## src/wsd_pkg.sv

```systemverilog
// ----------------------------------------------------------------------------
// wsd_pkg
// Shared types and constants for the WebSocket frame deframer.
// ----------------------------------------------------------------------------
package wsd_pkg;

  localparam int unsigned CFG_ADDR_W = 3;
  localparam int unsigned CFG_DATA_W = 32;

  localparam logic REG_MAX_PAYLOAD = 1'b0;

  localparam logic [31:0] MAX_PAYLOAD_RST = 32'd65535;

  localparam logic [6:0] LEN_CODE_EXT16 = 7'd126;
  localparam logic [6:0] LEN_CODE_EXT64 = 7'd127;

  localparam logic [3:0] EXT16_BYTES    = 4'd2;
  localparam logic [3:0] EXT64_BYTES    = 4'd8;
  localparam logic [3:0] MASK_KEY_BYTES = 4'd4;

  typedef enum logic [4:0] {
    PH_HDR0 = 5'b00001,
    PH_HDR1 = 5'b00010,
    PH_EXT  = 5'b00100,
    PH_KEY  = 5'b01000,
    PH_DATA = 5'b10000
  } wsd_phase_t;

  typedef struct packed {
    logic [7:0] payload_byte;
    logic       has_data;
    logic       frame_last;
    logic       fin_flag;
    logic [3:0] frame_opcode;
    logic       mask_flag;
    logic       status;
  } wsd_result_t;

endpackage

```

## src/wsd_in_if.sv

```systemverilog
// ----------------------------------------------------------------------------
// wsd_in_if
// Receive byte channel with a valid/ready handshake.
// ----------------------------------------------------------------------------
interface wsd_in_if;
  logic       valid;
  logic       ready;
  logic [7:0] rx_byte;

  modport source (output valid, output rx_byte, input ready);
  modport sink (input valid, input rx_byte, output ready);
endinterface

```

## src/wsd_out_if.sv

```systemverilog
// ----------------------------------------------------------------------------
// wsd_out_if
// Result channel of the deframer with a valid/ready handshake.
// ----------------------------------------------------------------------------
interface wsd_out_if;
  logic       valid;
  logic       ready;
  logic [7:0] payload_byte;
  logic       has_data;
  logic       frame_last;
  logic       fin_flag;
  logic [3:0] frame_opcode;
  logic       mask_flag;
  logic       status;

  modport source (
    output valid, output payload_byte, output has_data, output frame_last,
    output fin_flag, output frame_opcode, output mask_flag, output status,
    input ready
  );
  modport sink (
    input valid, input payload_byte, input has_data, input frame_last,
    input fin_flag, input frame_opcode, input mask_flag, input status,
    output ready
  );
endinterface

```

## src/websocket_frame_deframer.sv

```systemverilog
// ----------------------------------------------------------------------------
// websocket_frame_deframer
// Receive-side WebSocket frame parser with an APB configuration port.
// ----------------------------------------------------------------------------
// The block takes one received byte per clock cycle unless the output stalls,
// and gives at most one result item per byte, in the cycle after the byte is
// accepted. Each byte is handled by the combinational header and length
// logic, which feeds a one-entry output register; the input stays ready
// while that register is empty or is being read, so a full byte per clock
// is sustained when the sink keeps its ready high. Payloads are passed
// through still masked, oversized frames give one error item and their
// payload is dropped, and the max_payload register sits at byte address 0.
module websocket_frame_deframer
  import wsd_pkg::*;
(
  input  logic                  clk,
  input  logic                  rst_n,
  wsd_in_if.sink                in_ch,
  wsd_out_if.source             out_ch,
  input  logic                  psel,
  input  logic                  penable,
  input  logic                  pwrite,
  input  logic [CFG_ADDR_W-1:0] paddr,
  input  logic [CFG_DATA_W-1:0] pwdata,
  output logic [CFG_DATA_W-1:0] prdata,
  output logic                  pready
);

  logic [31:0] max_payload_r;
  wsd_result_t result;
  logic        cfg_wr;

  assign pready = 1'b1;
  assign cfg_wr = psel && penable && pwrite;
  assign prdata = (paddr[2] == REG_MAX_PAYLOAD) ? max_payload_r : '0;

  always_ff @(posedge clk) begin
    if (!rst_n) begin
      max_payload_r <= MAX_PAYLOAD_RST;
    end else if (cfg_wr && (paddr[2] == REG_MAX_PAYLOAD)) begin
      max_payload_r <= pwdata;
    end
  end

  wsd_parser u_parser (
    .clk         (clk),
    .rst_n       (rst_n),
    .max_payload (max_payload_r),
    .in_valid    (in_ch.valid),
    .in_ready    (in_ch.ready),
    .rx_byte     (in_ch.rx_byte),
    .out_valid   (out_ch.valid),
    .out_ready   (out_ch.ready),
    .out_result  (result)
  );

  assign out_ch.payload_byte = result.payload_byte;
  assign out_ch.has_data     = result.has_data;
  assign out_ch.frame_last   = result.frame_last;
  assign out_ch.fin_flag     = result.fin_flag;
  assign out_ch.frame_opcode = result.frame_opcode;
  assign out_ch.mask_flag    = result.mask_flag;
  assign out_ch.status       = result.status;

endmodule

```

## src/wsd_parser.sv

```systemverilog
// ----------------------------------------------------------------------------
// wsd_parser
// Frame header parser and payload pass-through with a registered result.
// ----------------------------------------------------------------------------
module wsd_parser
  import wsd_pkg::*;
(
  input  logic        clk,
  input  logic        rst_n,
  input  logic [31:0] max_payload,
  input  logic        in_valid,
  output logic        in_ready,
  input  logic [7:0]  rx_byte,
  output logic        out_valid,
  input  logic        out_ready,
  output wsd_result_t out_result
);

  wsd_phase_t  phase_r, phase_nxt;
  logic [3:0]  ext_left_r, ext_left_nxt;
  logic [63:0] len_r, len_nxt;
  logic        skip_r, skip_nxt;
  logic        fin_r, fin_nxt;
  logic [3:0]  opcode_r, opcode_nxt;
  logic        mask_r, mask_nxt;
  logic        out_valid_r, out_valid_nxt;
  wsd_result_t res_r;

  wsd_result_t res;
  logic        res_valid;
  logic        accept;
  logic        len_end;
  logic        hdr_done;
  logic [63:0] end_len;
  logic [63:0] len_shift;
  logic [3:0]  ext_dec;
  logic        too_long;
  logic        data_last;

  assign in_ready   = !out_valid_r || out_ready;
  assign accept     = in_valid && in_ready;
  assign out_valid  = out_valid_r;
  assign out_result = res_r;

  assign len_shift = {len_r[55:0], rx_byte};
  assign ext_dec   = (ext_left_r != 4'd0) ? ext_left_r - 4'd1 : 4'd0;
  assign data_last = (len_r[63:1] == 63'd0);
  assign too_long  = (end_len[63:32] != 32'd0) || (end_len[31:0] > max_payload);

  always_comb begin
    phase_nxt    = phase_r;
    ext_left_nxt = ext_left_r;
    len_nxt      = len_r;
    skip_nxt     = skip_r;
    fin_nxt      = fin_r;
    opcode_nxt   = opcode_r;
    mask_nxt     = mask_r;
    len_end      = 1'b0;
    hdr_done     = 1'b0;
    end_len      = len_r;
    res_valid    = 1'b0;
    res          = '0;

    case (phase_r)
      PH_HDR1: begin
        mask_nxt = rx_byte[7];
        len_nxt  = 64'd0;
        if (rx_byte[6:0] == LEN_CODE_EXT16) begin
          ext_left_nxt = EXT16_BYTES;
          phase_nxt    = PH_EXT;
        end else if (rx_byte[6:0] == LEN_CODE_EXT64) begin
          ext_left_nxt = EXT64_BYTES;
          phase_nxt    = PH_EXT;
        end else begin
          len_nxt = {57'd0, rx_byte[6:0]};
          end_len = {57'd0, rx_byte[6:0]};
          len_end = 1'b1;
        end
      end
      PH_EXT: begin
        len_nxt      = len_shift;
        end_len      = len_shift;
        ext_left_nxt = ext_dec;
        len_end      = (ext_dec == 4'd0);
      end
      PH_KEY: begin
        ext_left_nxt = ext_dec;
        hdr_done     = (ext_dec == 4'd0);
      end
      PH_DATA: begin
        len_nxt = (len_r != 64'd0) ? len_r - 64'd1 : 64'd0;
        if (data_last) begin
          phase_nxt = PH_HDR0;
        end
        if (skip_r) begin
          if (data_last) begin
            skip_nxt = 1'b0;
          end
        end else begin
          res_valid        = 1'b1;
          res.payload_byte = rx_byte;
          res.has_data     = 1'b1;
          res.frame_last   = data_last;
        end
      end
      default: begin
        fin_nxt      = rx_byte[7];
        opcode_nxt   = rx_byte[3:0];
        mask_nxt     = 1'b0;
        skip_nxt     = 1'b0;
        ext_left_nxt = 4'd0;
        len_nxt      = 64'd0;
        phase_nxt    = PH_HDR1;
      end
    endcase

    if (len_end) begin
      if (mask_nxt) begin
        ext_left_nxt = MASK_KEY_BYTES;
        phase_nxt    = PH_KEY;
      end else begin
        hdr_done = 1'b1;
      end
    end

    if (hdr_done) begin
      if (too_long) begin
        res_valid      = 1'b1;
        res.frame_last = 1'b1;
        res.status     = 1'b1;
        skip_nxt       = 1'b1;
        phase_nxt      = PH_DATA;
      end else if (end_len == 64'd0) begin
        res_valid      = 1'b1;
        res.frame_last = 1'b1;
        phase_nxt      = PH_HDR0;
      end else begin
        skip_nxt  = 1'b0;
        phase_nxt = PH_DATA;
      end
    end

    res.fin_flag     = fin_nxt;
    res.frame_opcode = opcode_nxt;
    res.mask_flag    = mask_nxt;
  end

  always_comb begin
    if (accept) begin
      out_valid_nxt = res_valid;
    end else if (out_ready) begin
      out_valid_nxt = 1'b0;
    end else begin
      out_valid_nxt = out_valid_r;
    end
  end

  always_ff @(posedge clk) begin
    if (!rst_n) begin
      phase_r     <= PH_HDR0;
      ext_left_r  <= 4'd0;
      len_r       <= 64'd0;
      skip_r      <= 1'b0;
      fin_r       <= 1'b0;
      opcode_r    <= 4'd0;
      mask_r      <= 1'b0;
      out_valid_r <= 1'b0;
    end else begin
      out_valid_r <= out_valid_nxt;
      if (accept) begin
        phase_r    <= phase_nxt;
        ext_left_r <= ext_left_nxt;
        len_r      <= len_nxt;
        skip_r     <= skip_nxt;
        fin_r      <= fin_nxt;
        opcode_r   <= opcode_nxt;
        mask_r     <= mask_nxt;
      end
    end
  end

  always_ff @(posedge clk) begin
    if (accept && res_valid) begin
      res_r <= res;
    end
  end

endmodule
```

## src/flat_wrapper.sv

```systemverilog
// flat-port wrapper written by rule: the top's interface ports become plain ports
module websocket_frame_deframer_flat import wsd_pkg::*;
  (clk, rst_n, psel, penable, pwrite, paddr, pwdata, prdata, pready, in_ch_valid, in_ch_rx_byte, in_ch_ready, out_ch_valid, out_ch_payload_byte, out_ch_has_data, out_ch_frame_last, out_ch_fin_flag, out_ch_frame_opcode, out_ch_mask_flag, out_ch_status, out_ch_ready);
  wsd_in_if in_ch_i ();
  wsd_out_if out_ch_i ();
  input  logic clk;
  input  logic rst_n;
  input  logic psel;
  input  logic penable;
  input  logic pwrite;
  input  logic [CFG_ADDR_W-1:0] paddr;
  input  logic [CFG_DATA_W-1:0] pwdata;
  output logic [CFG_DATA_W-1:0] prdata;
  output logic pready;
  input wire logic [$bits(in_ch_i.valid)-1:0] in_ch_valid;
  input wire logic [$bits(in_ch_i.rx_byte)-1:0] in_ch_rx_byte;
  output wire logic [$bits(in_ch_i.ready)-1:0] in_ch_ready;
  output wire logic [$bits(out_ch_i.valid)-1:0] out_ch_valid;
  output wire logic [$bits(out_ch_i.payload_byte)-1:0] out_ch_payload_byte;
  output wire logic [$bits(out_ch_i.has_data)-1:0] out_ch_has_data;
  output wire logic [$bits(out_ch_i.frame_last)-1:0] out_ch_frame_last;
  output wire logic [$bits(out_ch_i.fin_flag)-1:0] out_ch_fin_flag;
  output wire logic [$bits(out_ch_i.frame_opcode)-1:0] out_ch_frame_opcode;
  output wire logic [$bits(out_ch_i.mask_flag)-1:0] out_ch_mask_flag;
  output wire logic [$bits(out_ch_i.status)-1:0] out_ch_status;
  input wire logic [$bits(out_ch_i.ready)-1:0] out_ch_ready;
  assign in_ch_i.valid = in_ch_valid;
  assign in_ch_i.rx_byte = in_ch_rx_byte;
  assign in_ch_ready = in_ch_i.ready;
  assign out_ch_valid = out_ch_i.valid;
  assign out_ch_payload_byte = out_ch_i.payload_byte;
  assign out_ch_has_data = out_ch_i.has_data;
  assign out_ch_frame_last = out_ch_i.frame_last;
  assign out_ch_fin_flag = out_ch_i.fin_flag;
  assign out_ch_frame_opcode = out_ch_i.frame_opcode;
  assign out_ch_mask_flag = out_ch_i.mask_flag;
  assign out_ch_status = out_ch_i.status;
  assign out_ch_i.ready = out_ch_ready;
  websocket_frame_deframer u_core (.clk(clk), .rst_n(rst_n), .in_ch(in_ch_i), .out_ch(out_ch_i), .psel(psel), .penable(penable), .pwrite(pwrite), .paddr(paddr), .pwdata(pwdata), .prdata(prdata), .pready(pready));
endmodule
```

## config.mk

```make
export PLATFORM = sky130hd
export DESIGN_NAME = websocket_frame_deframer_flat
export DESIGN_NICKNAME = d
export VERILOG_FILES = /design/src/wsd_pkg.sv /design/src/wsd_in_if.sv /design/src/wsd_out_if.sv /design/src/websocket_frame_deframer.sv /design/src/wsd_parser.sv /design/src/flat_wrapper.sv
export SDC_FILE = /design/constraint.sdc
export NUM_CORES = 1
export LEC_CHECK = 0
export CORE_MARGIN = 8
export CORE_UTILIZATION = 40
export CTS_CLUSTER_DIAMETER = 50
export DETAILED_ROUTE_END_ITERATION = 10
export DONT_BUFFER_PORTS = 1
export SYNTH_ARGS = -nofsm -noshare
export SYNTH_HDL_FRONTEND = slang
export SYNTH_SLANG_ARGS = --single-unit
```

## constraint.sdc

```tcl
create_clock -name clk -period 6.4 [get_ports clk]
set_clock_uncertainty 0.1 [all_clocks]
set_input_delay 0.32 -clock clk [delete_from_list [all_inputs] [get_ports clk]]
set_output_delay 0.32 -clock clk [all_outputs]
set_load 0.005 [all_outputs]
```

======== Yosys cells after proc, flatten, opt, wreduce, memory -nomap -nowiden ========
Cells that the tools add are included.
cells by class
  muxes and demuxes ....................... 51
  $lt $le $gt $ge ......................... 1
  add/subtract/negate cells ............... 2
  bitwise operators ....................... 3
  reductions and logical operators ........ 21
  equal/unequal tests ..................... 6
operator list
  cell                   count
  $pmux 64 s4            1
  $mux 64                3
  $pmux 64 s2            1
  $logic_not 64->1       1
  $reduce_bool 64->1     1
  $sub 64x1->64 const B  1
  $logic_not 63->1       1
  $mux 5                 8
  $gt 32x32->1           1
  $mux 32                1
  $reduce_bool 32->1     1
  $mux 4                 6
  $mux 1                 23
  $pmux 5 s3             1
  $eq 7x7->1 const B     2
  $mux 7                 2
  $pmux 4 s3             1
  $pmux 1 s2             3
  $reduce_or 3->1        2
  $eq 5x2->1 const B     1
  $eq 5x3->1 const B     1
  $eq 5x4->1 const B     1
  $eq 5x5->1 const B     1
  $logic_and 1x1->1      5
  11 further kinds       15
storage, ports and cells
  register bits after elaboration ......... 130

======== Depth between registers and ports, before layout ========
  word-level depth ........................ 9
  gate-level depth with buffers ........... 17
  gate-level depth less buffers ........... 14

======== By module ========
Synthesis repeated with hierarchy kept, for this count alone.
second synthesis, totals
  cells, all modules ...................... 1055
  area total of the unflattened synthesis .. 8269.2 µm²
modules (own cells, without submodules)
  module                    cells an instance  area each (µm²)  instances
  wsd_parser                878                6651.4           1
  websocket_frame_deframer  177                1617.8           1

======== Least setup slack after synthesis ========
No wires, ideal clock.
  path type ............................... flip-flop to flip-flop
  start point ............................. register u_core.u_parser.phase_r[3]
  end point ............................... register u_core.u_parser.res_r, in the netlist u_core.u_parser.out_result[0] (enable)
  clock period less this slack ............ 4.456 ns
  setup slack ............................. 1.944 ns
  setup time .............................. 0.397 ns
  data arrival time ....................... 3.960 ns
  cell stages (with the launch flop) ...... 17
  cell sequence ........................... dfxtp_1 clkbuf_1 or3_1 clkbuf_1 nor3_4 clkbuf_1 buf_1 a22o_1 ha_1 nand4_1 nor4_1 nand2_1 nand4_1 o211ai_1 nand2_1 o21ai_1 a21oi_1
on the way
  word-level cells in the longest chain between the ends .. 7
ends and longest elaborated chain
  what                                                   line                                  text
  from (decl)                                            wsd_parser.sv:19                      wsd_phase_t phase_r, phase_nxt;
  from (signal assigned)                                 wsd_parser.sv:171                     phase_r <= phase_nxt;
  $eq 5x3->1 (tied with other cells)                     wsd_parser.sv:64                      case (phase_r)
  $pmux 64 s2 / $reduce_or 3->1 (equally long branches)  --
  $gt 32x32->1 (tied with other cells)                   wsd_parser.sv:48                      assign too_long = (end_len[63:32] != 32'd0) || (end_len[31:0] > max_payload);
  $logic_or 1x1->1 (tied with other cells)               wsd_parser.sv:48
  $mux 1, on equally long branches                       wsd_parser.sv:127, wsd_parser.sv:117
  $mux 1 (*)                                             wsd_parser.sv:126                     if (hdr_done) begin
  $logic_and 1x1->1 (*)                                  wsd_parser.sv:183                     if (accept && res_valid) begin
  to (signal assigned)                                   wsd_parser.sv:184                     res_r <= res;
  to (decl)                                              wsd_parser.sv:27                      wsd_result_t res_r;
Every way passes the cells marked *; elsewhere a longest branch is shown, timed or not.
A chain may end at the register's enable or synchronous reset.

======== Final worst setup path ========
  start point ............................. register u_core.u_parser.phase_r[1]
  end point ............................... register u_core.u_parser.res_r, in the netlist u_core.u_parser.out_result[0] (enable)
Same word-level chain as after synthesis.

==> flow_summary.ini <==
[floorplanning]
fp.dieW_um = 160
initial_core_util = 0.408
rows = 52
fp.dieH_um = 160
fp.coreArea_um2 = 20300
die_area_um2 = 25600
io_pins = 102

[synth]
avgSynthCellArea_um2 = 7.68
synth_warnings = 0
synth_adder_area_share = 0.0498
synth_seq_cells = 130
synth_compound_area_frac = 0.245
synthSimpleGateAreaFrac = 0.275
synth_flop_cell = dfxtp_1
synth_xor_area_frac = 0.0222
synth_edf_count = 17
ys_types = 70
synth_top_family_by_area = simple AND/OR/NAND/NOR gates
seq_area_frac_synth = 0.334
netlist_area_um2 = 8290
synth_cells = 1079
syn_nets = 1162
synthArstFlopShare = 0
synth_mux_area_frac = 0.00800

[pwr]
finalPower_mw = 1.96
p_leak_nw = 3.76
ir_drop_mv = 0.152
power_density_nw_per_um2 = 209

[placement]
gp_congestion = 0.876
dpl.hpwl_um = 17900
io_buffers = 0
place_ws_ns = 1.79

[final_layout]
drive_gt1_frac = 0.0638
num-fill-cells = 2068
n_antenna_cell = 0
final_util = 0.461
syn_to_final_growth_pct = 12.8
nNetsFinal = 1155
final_cell_mix = nand2_1, dfxtp_1, nor2_1, o21ai_0, a21oi_1
layout_commonest_cell = nand2_1

[timing]
rsz0062_at_grt = false
period_share = 0.735
fin_hold_ws_ns = 0.00637
finalSetupTns_ns = 0
min_period_ns = 4.70
fmax_mhz = 213
worst_slack_ns = 1.70
hold_viol = 0
slew_headroom = 0.378
setup-violations-final = 0
tightestPinTransition_ns = 0.930
drv_slew = 0

[critical_path]
crit_arrival_ns = 4.72
slowest_delay_ns = 0.62
startpoint_type = flop
cp_data_required_time_ns = 6.42
cp_num_buf_inv = 1
slowest_stage = nor4_1
worstPathMaxFanout = 17
cp_top_family = simple AND/OR/NAND/NOR gates
worstSetupPathType = flop to flop
cpMostUsedCell = nand2_1
end_kind = flop
path_cells = nor2b_1 > and2_0 > nand2_1 > nand2_1 > o21ai_0 > ha_1 > nand4_1 > nor4_1 > nand2_1 > nand4_1 > o211ai_1 > nand2_1 > o21ai_1 > a21oi_1 > buf_4

[detailed_routing]
drtAntennaViolNets = 0
vias = 8122
totalWireLength_um = 26100
drt_first_pass_iters = 8
drt_iter0_markers = 877
drc = 0
via_per_inst = 6.01
wl_per_cell_um = 19.3

[global_route]
track_usage = 0.200
grt_pass1_wl_um = 42100
grt_max_degree = 59
overflow = 0
grt_pass1_vias = 7747
grt_antenna_before_repair = 0

[clocking]
insertion_delay_ns = 0.44
h-tree-depth = 4
clock_sinks = 130
cts_made_buffers = 17
cts.clk_slew.worst_paths_ns = 0.06
cts_tree = built
clockBufferDepth = 2
post_cts_resized = 0
cts.root.buffer_cell = clkbuf_16

[job]
cap_viol_max_count = 0

[run_status]
status = completed

[worst_hold_path]
worstHoldPathType = input pin to flop
-- cell type report --
cell class | count | area (um2) | share of cell area
multi-input combinational | 821 | 5000 | 0.534
inverter | 50 | 188 | 0.0201
clock buffer | 23 | 488 | 0.0522
clock inverter | 6 | 57.6 | 0.00615
tap | 270 | 338 | 0.0361
timing repair buffer | 52 | 510 | 0.0546
sequential | 130 | 2770 | 0.296
-- repair_timing --
item                                   4_1_cts  5_1_grt
hold buffers                                41        0
setup buffers                                0        0
endpoints found under the hold margin       69        0
-- final timing paths --
path / startpoint / to / slack (ns) / depth (start not counted)
hold reg to reg: u_core.max_payload_r[26] / u_core.max_payload_r[26] / 0.36 / 2
setup / recovery: u_core.u_parser.phase_r[1] / u_core.u_parser.out_result[0] / 1.70 / 15
hold / removal: in_ch_rx_byte[6] / u_core.u_parser.len_r[6] / 0.006 / 2
setup reg to reg: u_core.u_parser.phase_r[1] / u_core.u_parser.out_result[0] / 1.70 / 15
-- flip-flops by register name, indices dropped and copies added (netlist names) --
register	count
u_core.u_parser.mask_r	1
u_core.u_parser.out_valid	1
u_core.u_parser.len_r	64
u_core.u_parser.phase_r	5
u_core.u_parser.ext_left_r	4
u_core.max_payload_r	32
u_core.u_parser.out_result	17
u_core.u_parser.skip_r	1
u_core.u_parser.fin_r	1
u_core.u_parser.opcode_r	4
-- cells in the mapped netlist (9+ instances only) --
cell      instances  area [um2]
inv_1            50         188
xnor2_1          11        96.3
a221o_1           9        90.1
or3_1            12        75.1
clkbuf_1         60         225
nand3_1          15        75.1
a21boi_0         17         128
xor2_1           10        87.6
o21ai_1          10        50.1
nand2_1         152         571
a22oi_1          21         158
o21ai_0          89         445
dfxtp_1         113        2260
nor4_1           25         156
nor3b_1          11        82.6
and2_1           16         100
o211ai_1         17         128
ha_1             33         413
nand2b_1         11        68.8
edfxtp_1         17         510
a22o_1           19         166
nor3_1           56         280
nand4_1          16         100
nor2_1           90         338
a21oi_1          60         300
-- layer usage --
metal | up-vias | global-route usage | routed length (um)
li1 | 3909 | - | -
met1 | 3872 | 0.262 | 11400
met2 | 296 | 0.319 | 12200
met3 | 45 | 0.0398 | 1920
met4 | 0 | 0.0769 | 543
met5 | - | 0 | 0
-- cells by family after synthesis --
group | Yosys count
and+or+nand+nor | 452
AOI/OAI and AO/OA | 308
DFF | 130
buffers and inverters | 128
adders and majority gates | 33
xor gates and xnor gates | 21
muxes | 6
other | 1
-- power breakdown --
| part | switching, mW | leakage, nW | total, mW | internal, mW |
|---|---|---|---|---|
| combinational | 0.109 | 2.42 | 0.177 | 0.0684 |
| clock | 0.367 | 0.271 | 0.932 | 0.565 |
| sequential | 0.00930 | 1.07 | 0.849 | 0.839 |
| total | 0.485 | 3.76 | 1.96 | 1.47 |
-- through the flow --
step / instances / cell area [um2]
global route: 1352 / 9350
global placement: 1282 / 8380
CTS: 1352 / 9350
floorplan: 1079 / 8290
detailed placement: 1282 / 8380
finish: 1352 / 9350
Power figures use the tool's default switching activity.
